--- config.mk ---
export PLATFORM = sky130hd
export DESIGN_NAME = rfid_frame_tag_matcher_unit
export DESIGN_NICKNAME = d
export VERILOG_FILES = /design/src/design/rftm_pkg.sv /design/src/design/rftm_cell.sv /design/src/design/rfid_frame_tag_matcher_unit.sv
export VERILOG_INCLUDE_DIRS = /design/src /design/src/design
export SDC_FILE = /design/constraint.sdc
export NUM_CORES = 2
export LEC_CHECK = 0
export BUFFER_PORTS_ARGS = -buffer_cell sky130_fd_sc_hd__buf_4
export CAP_MARGIN = 10
export CORE_ASPECT_RATIO = 0.7
export CORE_MARGIN = 10
export CORE_UTILIZATION = 55
export DETAILED_ROUTE_END_ITERATION = 7
export PLACE_DENSITY = 0.71
export SLEW_MARGIN = 20
export SYNTH_ARGS = -nofsm -noshare
export SYNTH_HDL_FRONTEND = slang
export SYNTH_SLANG_ARGS = --single-unit
--- constraint.sdc ---
create_clock -name aclk -period 3.8 [get_ports aclk]
set_input_delay 0 -clock aclk [delete_from_list [all_inputs] [get_ports aclk]]
set_output_delay 0 -clock aclk [all_outputs]
set_load 0.02 [all_outputs]
--- src/design/assert_macros.svh ---
`ifndef ASSERT_MACROS_SVH
`define ASSERT_MACROS_SVH

// same-cycle implication, disabled while reset is asserted (active low)
`ifndef NO_ASSERTIONS
`define ASSERT_IMPLIES(label, clk, rstn, ante, cons) \
    label: assert property (@(posedge clk) disable iff (!(rstn)) (ante) |-> (cons)) \
        else $error("assertion failed");
`else
`define ASSERT_IMPLIES(label, clk, rstn, ante, cons)
`endif

// next-cycle implication, disabled while reset is asserted (active low)
`ifndef NO_ASSERTIONS
`define ASSERT_NEXT(label, clk, rstn, ante, cons) \
    label: assert property (@(posedge clk) disable iff (!(rstn)) (ante) |=> (cons)) \
        else $error("assertion failed");
`else
`define ASSERT_NEXT(label, clk, rstn, ante, cons)
`endif

`endif

--- src/design/rftm_pkg.sv ---
package rftm_pkg;

    // framing bytes sent by the reader ahead of each code
    localparam logic [7:0] BYTE_CR = 8'h0D;
    localparam logic [7:0] BYTE_LF = 8'h0A;

    // default table geometry
    localparam int NUM_TAGS_DEF = 16;
    localparam int CODE_LEN_DEF = 14;

    // field widths fixed by the interface
    localparam int CFG_W  = 5;
    localparam int ID_W   = 5;
    localparam int TIDX_W = 4;
    localparam int CPOS_W = 4;

    // compare request broadcast to every cell
    typedef struct packed {
        logic       en;
        logic       last;
        logic [7:0] data;
    } rftm_cmp_t;

endpackage

--- src/design/rftm_cell.sv ---
module rftm_cell #(
    parameter int CODE_LEN = rftm_pkg::CODE_LEN_DEF,
    parameter int POS_W    = 4
) (
    input  logic                  aclk,
    input  logic                  aresetn,
    input  logic                  wr_en,
    input  logic [POS_W-1:0]      wr_addr,
    input  logic [7:0]            wr_data,
    input  logic [7:0]            wr_code,
    input  rftm_pkg::rftm_cmp_t   cmp,
    input  logic [POS_W-1:0]      cmp_addr,
    input  logic                  shift_en,
    input  logic                  flag_in,
    output logic                  flag_out
);
    import rftm_pkg::*;

    logic [7:0]          chars_reg [CODE_LEN];
    logic [CODE_LEN-1:0] eq_reg;
    logic [CODE_LEN-1:0] eq_next;
    logic                flag_reg;
    logic                flag_next;
    logic                char_eq;

    // stored tag characters, loaded by software
    always_ff @(posedge aclk) begin
        if (wr_en) begin
            chars_reg[wr_addr] <= wr_data;
        end
    end

    assign char_eq = (chars_reg[cmp_addr] == cmp.data);

    // per-character match bits, a table write re-checks its character against the code
    always_comb begin
        eq_next = eq_reg;
        if (cmp.en) begin
            eq_next[cmp_addr] = char_eq;
        end else if (wr_en) begin
            eq_next[wr_addr] = (wr_data == wr_code);
        end
    end

    always_ff @(posedge aclk) begin
        eq_reg <= eq_next;
    end

    // match flag loaded at the last code byte, shifted toward the head for the result scan
    always_comb begin
        flag_next = flag_reg;
        if (cmp.en && cmp.last) begin
            flag_next = &eq_next;
        end else if (shift_en) begin
            flag_next = flag_in;
        end
    end

    always_ff @(posedge aclk) begin
        if (!aresetn) begin
            flag_reg <= 1'b0;
        end else begin
            flag_reg <= flag_next;
        end
    end

    assign flag_out = flag_reg;

endmodule

--- src/design/rfid_frame_tag_matcher_unit.sv ---
// Tag reader frame matcher.
// s_ channel: one request per cycle at most. s_tuser selects the kind: 0 is a
// received serial byte, 1 writes one character of the tag table.
// A received byte with read_enable low is dropped. The framer waits for 0x0D,
// then 0x0A, then collects CODE_LEN code bytes; each code byte is compared
// in the same cycle by every cell of the chain against its stored entry, and
// a table write during a frame compares the new character with the code byte.
// After the last code byte the match flags shift through the chain toward the
// head, one cell per cycle while m_ is free, and the first hit among the first
// tags_in_use entries gives user_id. The result appears on m_ once that scan
// ends; s_tready is low during the scan.
// All other requests complete as they are accepted.
// Only a completed frame gives a result. m_ holds one result in an output
// register; while it is stalled the scan pauses, and other requests are still
// taken when no scan is running.
// cfg_wr_en writes tags_in_use; write it only while the block is idle.
// Reset (aresetn low, synchronous) returns the framer to waiting for 0x0D,
// clears tags_in_use and m_tvalid; the tag table keeps its contents and
// must be loaded before use.
module rfid_frame_tag_matcher_unit #(
    parameter int NUM_TAGS = rftm_pkg::NUM_TAGS_DEF,
    parameter int CODE_LEN = rftm_pkg::CODE_LEN_DEF
) (
    input  logic                       aclk,
    input  logic                       aresetn,
    input  logic                       cfg_wr_en,
    input  logic [rftm_pkg::CFG_W-1:0] cfg_wr_data,
    input  logic                       s_tvalid,
    output logic                       s_tready,
    // data_byte[7:0], read_enable[8], tag_index[12:9], char_position[16:13]
    input  logic [23:0]                s_tdata,
    // operation[0]
    input  logic [0:0]                 s_tuser,
    output logic                       m_tvalid,
    input  logic                       m_tready,
    // user_id[4:0], matched[5]
    output logic [7:0]                 m_tdata
);
    import rftm_pkg::*;

    localparam int POS_W = (CODE_LEN > 1) ? $clog2(CODE_LEN) : 1;
    localparam int CNT_W = (NUM_TAGS > 1) ? $clog2(NUM_TAGS) : 1;

    localparam logic [1:0] ST_WAIT_CR  = 2'd0;
    localparam logic [1:0] ST_WAIT_LF  = 2'd1;
    localparam logic [1:0] ST_COLLECT  = 2'd2;

    // request fields
    logic [7:0]        in_data;
    logic              in_rd_en;
    logic [TIDX_W-1:0] in_tidx;
    logic [CPOS_W-1:0] in_cpos;
    logic              in_op;
    logic              s_accept;
    logic              rx_accept;
    logic [31:0]       cpos_ext;
    logic              cpos_ok;

    assign in_data  = s_tdata[7:0];
    assign in_rd_en = s_tdata[8];
    assign in_tidx  = s_tdata[12:9];
    assign in_cpos  = s_tdata[16:13];
    assign in_op    = s_tuser[0];

    assign s_accept  = s_tvalid && s_tready;
    assign rx_accept = s_accept && !in_op && in_rd_en;
    assign cpos_ext  = 32'(in_cpos);
    assign cpos_ok   = (cpos_ext < 32'(CODE_LEN));

    // registers
    logic [CFG_W-1:0] tags_in_use_reg;
    logic [1:0]       state_reg, state_next;
    logic [POS_W-1:0] byte_cnt_reg, byte_cnt_next;
    logic             scan_reg, scan_next;
    logic [CNT_W-1:0] scan_cnt_reg, scan_cnt_next;
    logic             m_valid_reg, m_valid_next;
    logic [7:0]       m_data_reg, m_data_next;
    logic [7:0]       code_buf_reg [CODE_LEN];

    rftm_cmp_t        cmp;
    logic             last_byte;
    logic             out_free;
    logic             scan_step;
    logic             hit;
    logic             last_cnt;
    logic             finish;
    logic [31:0]      id_wide;
    logic [7:0]       wr_code;
    logic [NUM_TAGS:0] flag_chain;

    assign s_tready = !scan_reg;
    assign last_byte = (byte_cnt_reg == POS_W'(CODE_LEN - 1));

    // framing state machine
    always_comb begin
        state_next    = state_reg;
        byte_cnt_next = byte_cnt_reg;
        cmp.en        = 1'b0;
        cmp.last      = last_byte;
        cmp.data      = in_data;
        if (rx_accept) begin
            case (state_reg)
                ST_COLLECT: begin
                    cmp.en = 1'b1;
                    if (last_byte) begin
                        byte_cnt_next = '0;
                        state_next    = ST_WAIT_CR;
                    end else begin
                        byte_cnt_next = byte_cnt_reg + 1'b1;
                    end
                end
                ST_WAIT_LF: begin
                    if (in_data == BYTE_LF) begin
                        state_next = ST_COLLECT;
                    end
                    byte_cnt_next = '0;
                end
                default: begin
                    state_next = (in_data == BYTE_CR) ? ST_WAIT_LF : ST_WAIT_CR;
                end
            endcase
        end
    end

    // code bytes of the frame being collected
    always_ff @(posedge aclk) begin
        if (cmp.en) begin
            code_buf_reg[byte_cnt_reg] <= in_data;
        end
    end

    assign wr_code = code_buf_reg[cpos_ext[POS_W-1:0]];

    // result scan over the shifting match flags
    assign out_free  = !m_valid_reg || m_tready;
    assign scan_step = scan_reg && out_free;
    assign hit       = flag_chain[0] && (32'(scan_cnt_reg) < 32'(tags_in_use_reg));
    assign last_cnt  = (scan_cnt_reg == CNT_W'(NUM_TAGS - 1));
    assign finish    = scan_step && (hit || last_cnt);
    assign id_wide   = hit ? (32'(scan_cnt_reg) + 32'd1) : 32'd0;

    always_comb begin
        scan_next     = scan_reg;
        scan_cnt_next = scan_cnt_reg;
        m_valid_next  = m_valid_reg;
        m_data_next   = m_data_reg;
        if (cmp.en && last_byte) begin
            scan_next     = 1'b1;
            scan_cnt_next = '0;
        end else if (finish) begin
            scan_next = 1'b0;
        end else if (scan_step) begin
            scan_cnt_next = scan_cnt_reg + 1'b1;
        end
        if (finish) begin
            m_valid_next = 1'b1;
            m_data_next  = {2'b00, hit, id_wide[ID_W-1:0]};
        end else if (m_tready) begin
            m_valid_next = 1'b0;
        end
    end

    always_ff @(posedge aclk) begin
        if (!aresetn) begin
            tags_in_use_reg <= '0;
            state_reg       <= ST_WAIT_CR;
            byte_cnt_reg    <= '0;
            scan_reg        <= 1'b0;
            scan_cnt_reg    <= '0;
            m_valid_reg     <= 1'b0;
        end else begin
            if (cfg_wr_en) begin
                tags_in_use_reg <= cfg_wr_data;
            end
            state_reg    <= state_next;
            byte_cnt_reg <= byte_cnt_next;
            scan_reg     <= scan_next;
            scan_cnt_reg <= scan_cnt_next;
            m_valid_reg  <= m_valid_next;
        end
    end

    always_ff @(posedge aclk) begin
        m_data_reg <= m_data_next;
    end

    assign m_tvalid = m_valid_reg;
    assign m_tdata  = m_data_reg;

    // chain of tag cells, flags move toward cell 0
    assign flag_chain[NUM_TAGS] = 1'b0;

    for (genvar i = 0; i < NUM_TAGS; i++) begin : g_cell
        logic wr_sel;
        assign wr_sel = s_accept && in_op && cpos_ok && (32'(in_tidx) == 32'(i));

        rftm_cell #(
            .CODE_LEN (CODE_LEN),
            .POS_W    (POS_W)
        ) u_cell (
            .aclk     (aclk),
            .aresetn  (aresetn),
            .wr_en    (wr_sel),
            .wr_addr  (cpos_ext[POS_W-1:0]),
            .wr_data  (in_data),
            .wr_code  (wr_code),
            .cmp      (cmp),
            .cmp_addr (byte_cnt_reg),
            .shift_en (scan_step),
            .flag_in  (flag_chain[i+1]),
            .flag_out (flag_chain[i])
        );
    end

    // checks
    `include "assert_macros.svh"

    `ASSERT_IMPLIES(a_no_accept_in_scan, aclk, aresetn, scan_reg, !s_tready)
    `ASSERT_NEXT(a_scan_after_frame, aclk, aresetn, cmp.en && last_byte, scan_reg)
    `ASSERT_IMPLIES(a_match_flag, aclk, aresetn, m_valid_reg, m_data_reg[5] == (m_data_reg[4:0] != '0))
    `ASSERT_IMPLIES(a_collect_only_count, aclk, aresetn, state_reg != ST_COLLECT, byte_cnt_reg == '0)
    `ASSERT_NEXT(a_scan_ends_in_result, aclk, aresetn, finish, m_valid_reg && !scan_reg)

endmodule
==> run metrics <==
status=complete, but fails checks; failing checks=negative setup slack; vias in the first global route=50900; Fmax=0.261 GHz; slew margin rel.=14.6%; DRC=0; endpoint type of the worst setup path=flip-flop; Clock Tree Buf Depth=3; hpwl dp=156000 um; worst slew pin tran=1.28 ns; register area share after synthesis=70.8%; WS Path Type=flip-flop to flip-flop; Tcrit/Tclk final=101%; die area=0.177 mm^2; antenna viol nets, final=0; grt total ovfl=0; synthesized area=0.0883 mm^2; crit path DAT=4.61 ns; Post-Place Worst Slack=-0.0773 ns; Area growth syn-to-layout=16.9%; Final Hold Violating Endpoints=0; cell area power density=464 mW/mm^2; critical path peak fanout=32; unrepaired setup endpoints after global routing=true; Die Y-Extent=355 um; Reg clk slew, reported paths=0.06 ns; type of element launching the critical path=flip-flop; First-pass DRT Iterations=8; Avg Synthesized Cell Area=17.3 um^2; largest net degree at the start of global routing=115; number of library cell types mapped by synthesis=85; setup TNS=-0.0643 ns; post-synth top area share=64.9%; Ports=45; Synth Instances=5096; Synth Flop Type=edfxtp_1; hold_ws=0.0549 ns; row cnt=122; Largest register FFs=1792; Req. time, crit path=4.58 ns; min-delay worst type=input port to flip-flop; CTS Root Cell=clkbuf_16; register bit total from synthesis=2168; Leakage=33.4 nW; Port Buffer Count=35; ranking of synthesized cells by area=edfxtp_1 65%, mux4_2 11%, dfxtp_1 5.8%; Via density=6.56; Post-synth ARST share=0%; Iter 0 DRT Violations=7861; EDFF count, synth=1910; fin crit period=3.83 ns; layout cells sized above 1=30.5%; core area=0.159 mm^2; Max-Cap Viols=0; first-pass GRT wire length=356000 um; Slew Limit Fails=0; most common cell in the netlist=edfxtp_1; initial antenna violation count=11; CTS H-tree depth=4; gpl congestion=0.974; Worst Slack Setup Final=-0.0331 ns; total wire length=247000 um; leading area contributor after synthesis=edfxtp_1; Routed wire per std cell=30.9 um; Final Util=65.0%; DR vias=52300; Worst Skew=0.0273 ns; # setup viols final=2; Nets=5737; CTS tree=done; worst vdd ir=401 uV; CTS buffer count=196; Clock Sinks=2168; All-Layer GR Usage=27.1%; synth warn=0; Initial Util=55.6%; commonest cells in the netlist=1910 x edfxtp_1, 412 x mux4_2, 314 x nor2_1; die width=499 um; worst skew pair latency=0.85 ns
[path summary, 6_finish.rpt]
path / slack, ns / cells past startpoint / start / to
max: -0.03 / 12 / flip-flop / g_cell[15].u_cell.flag_out
min: 0.05 / 2 / s_tdata[0] / g_cell[12].u_cell.chars_reg[2][0]
max reg2reg: -0.03 / 12 / flip-flop / g_cell[15].u_cell.flag_out
min reg2reg: 0.47 / 2 / g_cell[15].u_cell.flag_out / g_cell[15].u_cell.flag_out
[cell families (layout without fill, tap and decap cells)]
logic type,Yosys count,count (layout),synth area share (%)
fa+ha+maj,6,6,0.0850
buf+inv,386,1148,2.15
xor+xnor,188,188,1.86
other cells,1,10,0.00425
simple gates,803,803,4.31
flops,2168,2168,70.8
mux,826,826,15.5
compound gates,718,719,5.26
[final cells by class]
cell class / instances / area, um^2
fillers: 10700 / 55500
repair buffers: 731 / 6800
inverters: 55 / 206
clock inverters: 107 / 990
well taps: 2108 / 2640
flip-flops and latches: 2168 / 62500
multi-input cells: 2544 / 24700
diodes: 8 / 20.0
clock buffers: 255 / 5320
[timing repair]
item	CTS	global route
hold buffers	42	0
endpoints found under the setup margin	11	16
buffers inserted	2	22
resized for setup	21	137
gates cloned	3	7
pin swaps	0	18
endpoints found under the hold margin	1392	0
[critical path, stage by stage (launching register included)]
cell	delay [ns]
dfxtp_4	0.43
buf_16	0.24
buf_12	0.25
mux2_2	0.38
mux4_2	0.48
xnor2_1	0.15
nor4_1	0.30
mux2i_1	0.17
o31a_2	0.46
a221oi_1	0.34
and4_1	0.23
nand4_1	0.13
o21ai_1	0.15
[placed cells by master, fill, tap and decap left out, types with 33 or more instances in the layout]
cell,Yosys,final
or3_1,38,36
xnor2_1,124,123
clkbuf_16,0,206
a211oi_1,43,33
mux2_2,239,239
nand4_1,38,38
nor2_1,314,310
inv_1,49,49
mux4_2,412,412
mux2i_1,171,168
dfxtp_1,258,254
edfxtp_1,1910,1910
a221oi_1,104,51
clkbuf_1,150,46
dlygate4sd3_1,0,42
nand2_1,155,145
clkinv_1,6,47
xor2_1,64,64
o21ai_0,181,177
a21oi_1,217,213
a221oi_2,1,51
nor3_1,99,86
buf_4,34,589
buf_12,0,54
[report_power, final]
part | total [mW] | internal (mW) | switching [mW]
Combinational | 2.18 | 0.877 | 1.31
Clock | 19.7 | 11.0 | 8.76
Sequential | 26.0 | 26.0 | 0.0416
[metal layers]
layer	vias up	wire, um	global-route usage [%]
met1	26900	102000	41.1
met3	547	31200	6.68
met2	3335	106000	38.6
met4	6	7770	8.71
met5	-	40	0
li1	21600	-	-
[through the flow]
step                instances  cell area (um^2)  power (mW)
floorplan                5097             88300        27.6
global placement         7530             95200        28.4
detailed placement       7530             95200        28.5
CTS                      7939            102000        48.0
global route             7969            103000        49.2
finish                   7976            103000        47.9
(Power assumes the default switching activity.)
